--- config.mk ---
export PLATFORM = sky130hd
export DESIGN_NAME = pow2_block_allocator_unit
export DESIGN_NICKNAME = d
export VERILOG_FILES = /design/src/design/pba_pkg.sv /design/src/design/pba_ctrl.sv /design/src/design/pba_datapath.sv /design/src/design/pow2_block_allocator_unit.sv
export VERILOG_INCLUDE_DIRS = /design/src /design/src/design
export SDC_FILE = /design/constraint.sdc
export NUM_CORES = 1
export LEC_CHECK = 0
export BUFFER_PORTS_ARGS = -buffer_cell sky130_fd_sc_hd__buf_2
export CAP_MARGIN = 20
export CORE_UTILIZATION = 56
export CTS_CLUSTER_DIAMETER = 120
export DETAILED_ROUTE_END_ITERATION = 6
export PLACE_DENSITY = 0.76
export SLEW_MARGIN = 20
export SYNTH_ARGS = -nofsm -noshare
export SYNTH_HDL_FRONTEND = slang
export SYNTH_SLANG_ARGS = --single-unit
--- constraint.sdc ---
create_clock -name clk -period 4.4 [get_ports clk]
set_clock_uncertainty 0.05 [all_clocks]
set_input_delay 0.66 -clock clk [delete_from_list [all_inputs] [get_ports clk]]
set_output_delay 0.66 -clock clk [all_outputs]
set_load 0.03 [all_outputs]
--- src/design/pow2_block_allocator_unit_defines.svh ---
// ----------------------------------------------------------------------------
// Allocator assertion macros
// Concurrent assertion helpers that compile away when SYNTHESIS is defined.
// ----------------------------------------------------------------------------
`ifndef POW2_BLOCK_ALLOCATOR_UNIT_DEFINES_SVH
`define POW2_BLOCK_ALLOCATOR_UNIT_DEFINES_SVH

`ifndef SYNTHESIS
// Same-cycle implication, disabled while reset is asserted.
`define PBA_ASSERT_IMP(label, ck, rn, ante, cons) \
    label: assert property (@(posedge ck) disable iff (!rn) (ante) |-> (cons)) \
        else $error("allocator assertion failed");
// Next-cycle implication, disabled while reset is asserted.
`define PBA_ASSERT_NXT(label, ck, rn, ante, cons) \
    label: assert property (@(posedge ck) disable iff (!rn) (ante) |=> (cons)) \
        else $error("allocator assertion failed");
`else
`define PBA_ASSERT_IMP(label, ck, rn, ante, cons)
`define PBA_ASSERT_NXT(label, ck, rn, ante, cons)
`endif

`endif

--- src/design/pba_pkg.sv ---
// ----------------------------------------------------------------------------
// Allocator package
// Shared payload types, control structs and status codes.
// ----------------------------------------------------------------------------
package pba_pkg;

    localparam int SIZE_BITS = 16;

    localparam logic [2:0] ST_OK       = 3'd0;
    localparam logic [2:0] ST_NOSPACE  = 3'd1;
    localparam logic [2:0] ST_NOTFOUND = 3'd2;
    localparam logic [2:0] ST_EMPTY    = 3'd3;
    localparam logic [2:0] ST_BAD      = 3'd4;

    localparam logic [SIZE_BITS-1:0] SIZE_MSB = {1'b1, {(SIZE_BITS-1){1'b0}}};

    localparam logic FUNC_ALLOC = 1'b0;
    localparam logic FUNC_FREE  = 1'b1;

    typedef struct packed {
        logic                 func;
        logic [SIZE_BITS-1:0] amount;
    } pba_req_t;

    typedef struct packed {
        logic [2:0]           status;
        logic [SIZE_BITS-1:0] block_size;
        logic [SIZE_BITS-1:0] free_space;
        logic [SIZE_BITS-1:0] largest_block;
    } pba_rsp_t;

    // Commands from the controller to the datapath.
    typedef struct packed {
        logic       ld_req;
        logic       ld_t;
        logic       halve_t;
        logic       commit_alloc;
        logic       ld_idx0;
        logic       inc_idx;
        logic       shift_wr;
        logic       commit_free;
        logic       ld_scan;
        logic       shift_scan;
        logic       ld_maxg;
        logic       finish;
        logic [2:0] status;
    } pba_cmd_t;

    // Status flags from the datapath to the controller.
    typedef struct packed {
        logic func;
        logic free_zero;
        logic amt_zero;
        logic amt_too_big;
        logic t_half_ge;
        logic t_gt_free;
        logic cnt_zero;
        logic cnt_full;
        logic rd_match;
        logic idx_next_lt_cnt;
        logic scan_gt_free;
    } pba_stat_t;

endpackage

--- src/design/pba_ctrl.sv ---
// ----------------------------------------------------------------------------
// Allocator controller
// Sequences decode, block rounding, table search and shift, and the
// largest-block scan for one request at a time.
// ----------------------------------------------------------------------------
module pba_ctrl (
    input  logic                clk,
    input  logic                rst_n,
    input  logic                start,
    output logic                busy,
    input  pba_pkg::pba_stat_t  stat,
    output pba_pkg::pba_cmd_t   cmd
);

    localparam logic [3:0] S_IDLE    = 4'd0;
    localparam logic [3:0] S_DECODE  = 4'd1;
    localparam logic [3:0] S_HALVE   = 4'd2;
    localparam logic [3:0] S_ACHK    = 4'd3;
    localparam logic [3:0] S_FLOOR   = 4'd4;
    localparam logic [3:0] S_FRD     = 4'd5;
    localparam logic [3:0] S_FCMP    = 4'd6;
    localparam logic [3:0] S_SRD     = 4'd7;
    localparam logic [3:0] S_SWR     = 4'd8;
    localparam logic [3:0] S_FCOMMIT = 4'd9;
    localparam logic [3:0] S_FINOK   = 4'd10;

    logic [3:0] state_reg;
    logic [3:0] state_next;

    assign busy = (state_reg != S_IDLE);

    always_comb
    begin
        cmd        = '0;
        state_next = state_reg;
        unique case (state_reg)
            S_IDLE:
            begin
                if (start)
                begin
                    cmd.ld_req = 1'b1;
                    state_next = S_DECODE;
                end
            end
            S_DECODE:
            begin
                if (stat.func == pba_pkg::FUNC_ALLOC)
                begin
                    priority if (stat.free_zero)
                    begin
                        cmd.finish = 1'b1;
                        cmd.status = pba_pkg::ST_NOSPACE;
                        state_next = S_IDLE;
                    end
                    else if (stat.amt_zero)
                    begin
                        cmd.finish = 1'b1;
                        cmd.status = pba_pkg::ST_BAD;
                        state_next = S_IDLE;
                    end
                    else if (stat.amt_too_big)
                    begin
                        cmd.finish = 1'b1;
                        cmd.status = pba_pkg::ST_NOSPACE;
                        state_next = S_IDLE;
                    end
                    else
                    begin
                        cmd.ld_t   = 1'b1;
                        state_next = S_HALVE;
                    end
                end
                else
                begin
                    if (stat.cnt_zero)
                    begin
                        cmd.finish = 1'b1;
                        cmd.status = pba_pkg::ST_EMPTY;
                        state_next = S_IDLE;
                    end
                    else
                    begin
                        cmd.ld_idx0 = 1'b1;
                        state_next  = S_FRD;
                    end
                end
            end
            S_HALVE:
            begin
                if (stat.t_half_ge)
                begin
                    cmd.halve_t = 1'b1;
                end
                else
                begin
                    state_next = S_ACHK;
                end
            end
            S_ACHK:
            begin
                priority if (stat.t_gt_free)
                begin
                    cmd.finish = 1'b1;
                    cmd.status = pba_pkg::ST_NOSPACE;
                    state_next = S_IDLE;
                end
                else if (stat.cnt_full)
                begin
                    cmd.finish = 1'b1;
                    cmd.status = pba_pkg::ST_BAD;
                    state_next = S_IDLE;
                end
                else
                begin
                    cmd.commit_alloc = 1'b1;
                    cmd.ld_scan      = 1'b1;
                    state_next       = S_FLOOR;
                end
            end
            S_FLOOR:
            begin
                if (stat.scan_gt_free)
                begin
                    cmd.shift_scan = 1'b1;
                end
                else
                begin
                    cmd.ld_maxg = 1'b1;
                    state_next  = S_FINOK;
                end
            end
            S_FRD:
            begin
                state_next = S_FCMP;
            end
            S_FCMP:
            begin
                if (stat.rd_match)
                begin
                    cmd.inc_idx = 1'b1;
                    state_next  = stat.idx_next_lt_cnt ? S_SRD : S_FCOMMIT;
                end
                else if (stat.idx_next_lt_cnt)
                begin
                    cmd.inc_idx = 1'b1;
                    state_next  = S_FRD;
                end
                else
                begin
                    cmd.finish = 1'b1;
                    cmd.status = pba_pkg::ST_NOTFOUND;
                    state_next = S_IDLE;
                end
            end
            S_SRD:
            begin
                state_next = S_SWR;
            end
            S_SWR:
            begin
                cmd.shift_wr = 1'b1;
                cmd.inc_idx  = 1'b1;
                state_next   = stat.idx_next_lt_cnt ? S_SRD : S_FCOMMIT;
            end
            S_FCOMMIT:
            begin
                cmd.commit_free = 1'b1;
                cmd.ld_scan     = 1'b1;
                state_next      = S_FLOOR;
            end
            S_FINOK:
            begin
                cmd.finish = 1'b1;
                cmd.status = pba_pkg::ST_OK;
                state_next = S_IDLE;
            end
            default:
            begin
                state_next = S_IDLE;
            end
        endcase
    end

    always_ff @(posedge clk or negedge rst_n)
    begin
        if (!rst_n)
        begin
            state_reg <= S_IDLE;
        end
        else
        begin
            state_reg <= state_next;
        end
    end

endmodule

--- src/design/pba_datapath.sv ---
// ----------------------------------------------------------------------------
// Allocator datapath
// Holds the size register, free space, largest block, the block table
// memory, the rounding and scan shifters and the result register.
// ----------------------------------------------------------------------------
module pba_datapath #(
    parameter int TABLE_DEPTH = 16
) (
    input  logic                                clk,
    input  logic                                rst_n,
    input  logic                                cfg_we,
    input  logic [pba_pkg::SIZE_BITS-1:0]       cfg_wdata,
    input  pba_pkg::pba_req_t                   req,
    input  pba_pkg::pba_cmd_t                   cmd,
    output pba_pkg::pba_stat_t                  stat,
    output logic                                done,
    output pba_pkg::pba_rsp_t                   rsp
);

    localparam int SB    = pba_pkg::SIZE_BITS;
    localparam int IDX_W = $clog2(TABLE_DEPTH);
    localparam int CNT_W = $clog2(TABLE_DEPTH + 1);
    localparam logic [SB-1:0] RESET_SIZE = SB'(1024);

    logic [SB-1:0]    total_reg;
    logic [SB-1:0]    free_reg;
    logic [SB-1:0]    maxg_reg;
    logic [CNT_W-1:0] count_reg;
    logic [CNT_W-1:0] idx_reg;
    logic             func_reg;
    logic [SB-1:0]    amt_reg;
    logic [SB-1:0]    t_reg;
    logic [SB-1:0]    scan_reg;
    logic [SB-1:0]    rd_data_reg;
    logic             done_reg;
    pba_pkg::pba_rsp_t rsp_reg;

    logic [SB-1:0]    blk_mem [TABLE_DEPTH];

    logic [SB:0]      free_sum;
    logic [SB-1:0]    free_add_next;
    logic [CNT_W:0]   idx_plus1;
    logic [CNT_W-1:0] idx_minus1;

    assign free_sum      = {1'b0, free_reg} + {1'b0, amt_reg};
    assign free_add_next = free_sum[SB] ? {SB{1'b1}} : free_sum[SB-1:0];
    assign idx_plus1     = {1'b0, idx_reg} + {{CNT_W{1'b0}}, 1'b1};
    assign idx_minus1    = idx_reg - {{(CNT_W-1){1'b0}}, 1'b1};

    always_comb
    begin
        stat.func            = func_reg;
        stat.free_zero       = (free_reg == '0);
        stat.amt_zero        = (amt_reg == '0);
        stat.amt_too_big     = (amt_reg > maxg_reg) || (amt_reg > total_reg);
        stat.t_half_ge       = ((t_reg >> 1) >= amt_reg);
        stat.t_gt_free       = (t_reg > free_reg);
        stat.cnt_zero        = (count_reg == '0);
        stat.cnt_full        = (count_reg >= CNT_W'(TABLE_DEPTH));
        stat.rd_match        = (rd_data_reg == amt_reg);
        stat.idx_next_lt_cnt = (idx_plus1 < {1'b0, count_reg});
        stat.scan_gt_free    = (scan_reg > free_reg);
    end

    always_ff @(posedge clk or negedge rst_n)
    begin
        if (!rst_n)
        begin
            total_reg <= RESET_SIZE;
            free_reg  <= RESET_SIZE;
            maxg_reg  <= RESET_SIZE;
            count_reg <= '0;
            done_reg  <= 1'b0;
        end
        else
        begin
            done_reg <= cmd.finish;
            if (cfg_we)
            begin
                total_reg <= cfg_wdata;
                free_reg  <= cfg_wdata;
                maxg_reg  <= cfg_wdata;
                count_reg <= '0;
            end
            else
            begin
                if (cmd.commit_alloc)
                begin
                    free_reg  <= free_reg - t_reg;
                    count_reg <= count_reg + {{(CNT_W-1){1'b0}}, 1'b1};
                end
                else if (cmd.commit_free)
                begin
                    free_reg  <= free_add_next;
                    count_reg <= count_reg - {{(CNT_W-1){1'b0}}, 1'b1};
                end
                if (cmd.ld_maxg)
                begin
                    maxg_reg <= scan_reg;
                end
            end
        end
    end

    // Request latch, shifters, index and result; no reset needed.
    always_ff @(posedge clk)
    begin
        if (cmd.ld_req)
        begin
            func_reg <= req.func;
            amt_reg  <= req.amount;
        end
        if (cmd.ld_t)
        begin
            t_reg <= total_reg;
        end
        else if (cmd.halve_t)
        begin
            t_reg <= t_reg >> 1;
        end
        if (cmd.ld_scan)
        begin
            scan_reg <= pba_pkg::SIZE_MSB;
        end
        else if (cmd.shift_scan)
        begin
            scan_reg <= scan_reg >> 1;
        end
        if (cmd.ld_idx0)
        begin
            idx_reg <= '0;
        end
        else if (cmd.inc_idx)
        begin
            idx_reg <= idx_plus1[CNT_W-1:0];
        end
        if (cmd.finish)
        begin
            rsp_reg.status        <= cmd.status;
            rsp_reg.free_space    <= free_reg;
            rsp_reg.largest_block <= maxg_reg;
            if (cmd.status != pba_pkg::ST_OK)
            begin
                rsp_reg.block_size <= '0;
            end
            else if (func_reg == pba_pkg::FUNC_FREE)
            begin
                rsp_reg.block_size <= amt_reg;
            end
            else
            begin
                rsp_reg.block_size <= t_reg;
            end
        end
    end

    // Block table: one write and one registered read per cycle.
    always_ff @(posedge clk)
    begin
        if (cmd.commit_alloc)
        begin
            blk_mem[count_reg[IDX_W-1:0]] <= t_reg;
        end
        else if (cmd.shift_wr)
        begin
            blk_mem[idx_minus1[IDX_W-1:0]] <= rd_data_reg;
        end
        rd_data_reg <= blk_mem[idx_reg[IDX_W-1:0]];
    end

    assign done = done_reg;
    assign rsp  = rsp_reg;

endmodule

--- src/design/pow2_block_allocator_unit.sv ---
// ----------------------------------------------------------------------------
// Power-of-two block allocator
// Size-only buddy-style allocator: grants and releases blocks of
// total_size / 2^z and tracks free space and the largest grantable block.
// ----------------------------------------------------------------------------
// Usage:
// A request transfer happens on a rising edge where start is high and busy is
// low; req carries func (0 allocate, 1 free) and amount. Exactly one result
// per request appears on rsp for one cycle with done high. The receiver cannot
// stall, so the result must be taken in that cycle.
// A request rejected at decode is answered straight from there. Otherwise an
// allocate rounds total_size down to the block by up to 15 halvings, and a
// granted allocate ends with the largest-block scan of up to 16 steps. A free
// reads the table entry by entry until it finds its block, then shifts each
// later entry down one place, since the block table is a memory with one
// registered read port; entries examined plus entries shifted come to at most
// TABLE_DEPTH. A free that finds its block also ends with the scan. A new
// request may be transferred in the done cycle.
// Reset restores total_size to 1024, empties the table and sets free space
// and largest block to 1024. A cfg_we write, issued while idle, loads
// total_size and restarts the allocator the same way.
// ----------------------------------------------------------------------------
`include "pow2_block_allocator_unit_defines.svh"

module pow2_block_allocator_unit #(
    parameter int TABLE_DEPTH = 16
) (
    input  logic                          clk,
    input  logic                          rst_n,
    input  logic                          start,
    output logic                          busy,
    input  pba_pkg::pba_req_t             req,
    output logic                          done,
    output pba_pkg::pba_rsp_t             rsp,
    input  logic                          cfg_we,
    input  logic [pba_pkg::SIZE_BITS-1:0] cfg_wdata
);

    pba_pkg::pba_cmd_t  cmd;
    pba_pkg::pba_stat_t stat;

    // The controller walks one request at a time through its steps.
    pba_ctrl u_ctrl (
        .clk   (clk),
        .rst_n (rst_n),
        .start (start),
        .busy  (busy),
        .stat  (stat),
        .cmd   (cmd)
    );

    // The datapath owns all allocator state and the result register.
    pba_datapath #(
        .TABLE_DEPTH (TABLE_DEPTH)
    ) u_datapath (
        .clk       (clk),
        .rst_n     (rst_n),
        .cfg_wdata (cfg_wdata),
        .cfg_we    (cfg_we),
        .req       (req),
        .cmd       (cmd),
        .stat      (stat),
        .done      (done),
        .rsp       (rsp)
    );

    // A result is only presented once the controller has gone back to idle.
    `PBA_ASSERT_IMP(a_done_idle, clk, rst_n, done, !busy)
    // An accepted request always occupies the controller in the next cycle.
    `PBA_ASSERT_NXT(a_start_busy, clk, rst_n, start && !busy, busy)
    // Failed requests grant or release nothing.
    `PBA_ASSERT_IMP(a_err_zero, clk, rst_n, done && (rsp.status != pba_pkg::ST_OK),
        rsp.block_size == '0)
    // After a successful request the largest block is a power of two within free space.
    `PBA_ASSERT_IMP(a_ok_largest, clk, rst_n, done && (rsp.status == pba_pkg::ST_OK),
        $onehot0(rsp.largest_block) && (rsp.largest_block <= rsp.free_space))

endmodule

==> results.sh <==
export IMPL_fp_coreArea_um2=35600
export IMPL_root_buffer="clkbuf_16"
export IMPL_drt_first_iter_violations=1605
export IMPL_synth_avg_cell_area_um2=14.0
export IMPL_regToRegStartpoint="u_datapath.free_reg[0]$_DFFE_PN0P_"
export IMPL_dr_pass1_iters=6
export IMPL_die_area_um2=36900
export IMPL_area_growth_pct=13.7
export IMPL_rsz0062_at_grt="false"
export IMPL_worstMarginPinSlew_ns=1.10
export IMPL_synth_area_leaders="edfxtp_1 (50%), mux4_2 (8.9%), dfrtp_1 (6.8%)"
export IMPL_cts_made_buffers=44
export IMPL_antenna_found_initial=1
export IMPL_synth_distinct_cells=74
export IMPL_cts_clk_slew_worst_paths_ns=0.06
export IMPL_worstHoldStart="req[0]"
export IMPL_power_leakage_nw=8.95
export IMPL_dpl_hpwl_um=36200
export IMPL_max_slew_margin_rel=0.268
export IMPL_final_area_um2=23000
export IMPL_multiInputGateArea_um2=7280
export IMPL_start_kind="flop"
export IMPL_drt_wl_total_um=54000
export IMPL_cp_end_kind="flop"
export IMPL_io_pins=90
export IMPL_synthArstFlopShare=0.133
export IMPL_std_cell_rows=69
export IMPL_min_path_type="input pin to flop"
export IMPL_grt_first_pass_wirelength_um=79900
export IMPL_cts_tree="yes"
export IMPL_synth_edf_count=340
export IMPL_postLayoutCoreUtil=0.648
export IMPL_post_route_drc_count=0
export IMPL_wl_per_cell_um=26.0
export IMPL_syn_nets=1589
export IMPL_clk_latency_ns=0.61
export IMPL_gr_total_overflow=0
export IMPL_required_ns=4.86
export IMPL_die_y_um=192
export IMPL_nNetsFinal=1728
export IMPL_fmax_ghz=0.250
export IMPL_port_buffers=89
export IMPL_grt_usage=0.300
export IMPL_ys_seq_area_frac=0.612
export IMPL_yosysWarnings=0
export IMPL_hold_path_cell_count=1
export IMPL_synth_top_cell_area_share=0.504
export IMPL_peakVddDrop_v=0.000574
export IMPL_cts_setup_buffers=0
export IMPL_synth_most_common_cell="edfxtp_1"
export IMPL_die_w_um=192
export IMPL_power_per_cell_area_nw_per_um2=668
export IMPL_hold_ws_ns=0.169
export IMPL_synth_cell_area_um2=20300
export IMPL_holdPathEnd="u_datapath.amt_reg[0]$_DFFE_PP_"
export IMPL_finalHoldViolCount=0
export IMPL_dpl_cell_area_um2=21500
export IMPL_ff_latch_area_um2=12400
export IMPL_place_congestion=0.965
export IMPL_clkSinkCount=435
export IMPL_syn_inst=1445
export IMPL_finalSetupViolations=0
export IMPL_synth_common_cells="edfxtp_1 (340), nor2_1 (111), ha_1 (104), inv_1 (95), a21oi_1 (87)"
export IMPL_slew_viol_final=0
export IMPL_drive_gt1_frac=0.191
export IMPL_cts_buffer_depth=3
export IMPL_yosysTopAreaCell="edfxtp_1"
export IMPL_cp_max_fo=18
export IMPL_fillerInstances=2501
export IMPL_reg2reg_slack_ns=0.40
export IMPL_status="finished, final reports clean"
export IMPL_r2r_end="u_datapath.count_reg[4]$_DFFE_PN0P_"
export IMPL_ant_nets=0
export IMPL_finalCriticalPeriod_ns=4.00
export IMPL_antenna_cells=0
export IMPL_p_total_mw=15.4
export IMPL_ys_seq_elements=435
export IMPL_h_tree_depth=2
export IMPL_r2r_cells=16
export IMPL_initial_utilization=0.570
export IMPL_maxCapViolCount=0
export IMPL_grt_max_degree=60
export IMPL_vias=13337
export IMPL_ys_flop_type="edfxtp_1"
export IMPL_path_class="flop to flop"
export IMPL_via_per_inst=6.41
export IMPL_tns_ns=0
export IMPL_largest_reg_flops=256
export IMPL_worst_ep_arrival_time_ns=4.46
export IMPL_fin_crit_sh=0.910
export IMPL_grt_pass1_vias=12807
==> critical path, stage by stage (launching register included) <==
cell      delay, ns
dfrtp_1        0.45
inv_1          0.07
ha_1           0.21
fa_1           0.39
nor2b_1        0.20
o31ai_1        0.15
a21oi_1        0.20
a21o_1         0.22
and2_1         0.35
clkinv_1       0.26
buf_4          0.27
ha_1           0.34
a21o_1         0.17
a21o_1         0.18
nor2_1         0.12
a211oi_1       0.07
a211oi_1       0.21
==> placed cells by master, fill, tap and decap left out, drive strengths merged, types with 5 or more instances in the layout <==
cell type,n
and2,6
ha,104
buf,146
nor2,112
or3,5
dfrtp,55
dfxtp,37
inv,97
a31oi,6
bufinv,6
nor3,20
a211oi,14
edfxtp,340
nor3b,5
nor4,12
nand2b,9
nor2b,11
mux4,80
o21a,11
nand2,76
nand4,14
o21ai,76
xnor2,18
a21o,25
xor2,29
o211ai,8
clkbuf,61
a21oi,87
o221ai,5
mux2i,59
nand3,12
clkinv,13
==> where the power goes <==
group / leakage, nW / switching (mW) / internal, mW
Clock: 0.740 / 1.64 / 2.31
Combinational: 4.13 / 3.41 / 2.03
Sequential: 4.08 / 0.562 / 5.42
==> routing by layer <==
layer  part of all wire  up-vias  wire (um)  GRT usage
met2               0.46      803      24600      0.454
li1                   -     5775          -          -
met5                  0        -          0          0
met4              0.036        0       1930      0.111
met3               0.11      129       5720     0.0610
met1               0.40     6630      21700      0.430
==> timing repair <==
action | 4_1_cts | 5_1_grt
endpoints found under the hold margin | 2 | 0
resized for setup | 0 | 0
hold buffers | 1 | 0
==> kinds of logic (layout without fill, tap and decap cells) <==
kind of cell               Yosys count  after routing  share of synthesized area
AOI/OAI and AO/OA                  272            272                     0.0848
xor gates and xnor gates            47             47                     0.0203
adders and majority gates          107            107                     0.0672
buffers and inverters              150            324                     0.0294
DFF                                435            435                      0.612
muxes                              141            141                      0.119
and+or+nand+nor                    293            293                     0.0669
==> per-stage QoR <==
stage          std cells  setup slack, ns
2_1_floorplan       1445            0.470
3_3_place_gp        1998            0.583
3_5_place_dp        1998            0.542
4_1_cts             2080            0.518
5_1_grt             2080            0.191
6_report            2080            0.398
==> worst max-delay path by stage <==
stage,start,endpoint,cells after the start
after global routing,u_datapath.free_reg[0]$_DFFE_PN0P_,u_datapath.count_reg[4]$_DFFE_PN0P_,16
after detailed placement,u_datapath.free_reg[0]$_DFFE_PN0P_,u_datapath.blk_mem[5][9]$_DFFE_PP_,13
after CTS,u_datapath.free_reg[0]$_DFFE_PN0P_,u_datapath.count_reg[4]$_DFFE_PN0P_,16
after global placement,u_datapath.free_reg[0]$_DFFE_PN0P_,u_datapath.count_reg[4]$_DFFE_PN0P_,16
final,u_datapath.free_reg[0]$_DFFE_PN0P_,u_datapath.count_reg[4]$_DFFE_PN0P_,16
after floorplan,u_datapath.idx_reg[1]$_SDFFE_PP0P_,u_datapath.rsp[0]$_DFFE_PP_,13
==> area by class of cell <==
cell class,count,area share
multi-input cells,860,0.316
repair buffers,147,0.0383
inverters,96,0.0156
clock inverters,20,0.0137
flip-flops and latches,435,0.539
clock buffers,61,0.0527
well taps,461,0.0250
No activity file was read; power rests on OpenSTA's default activity.
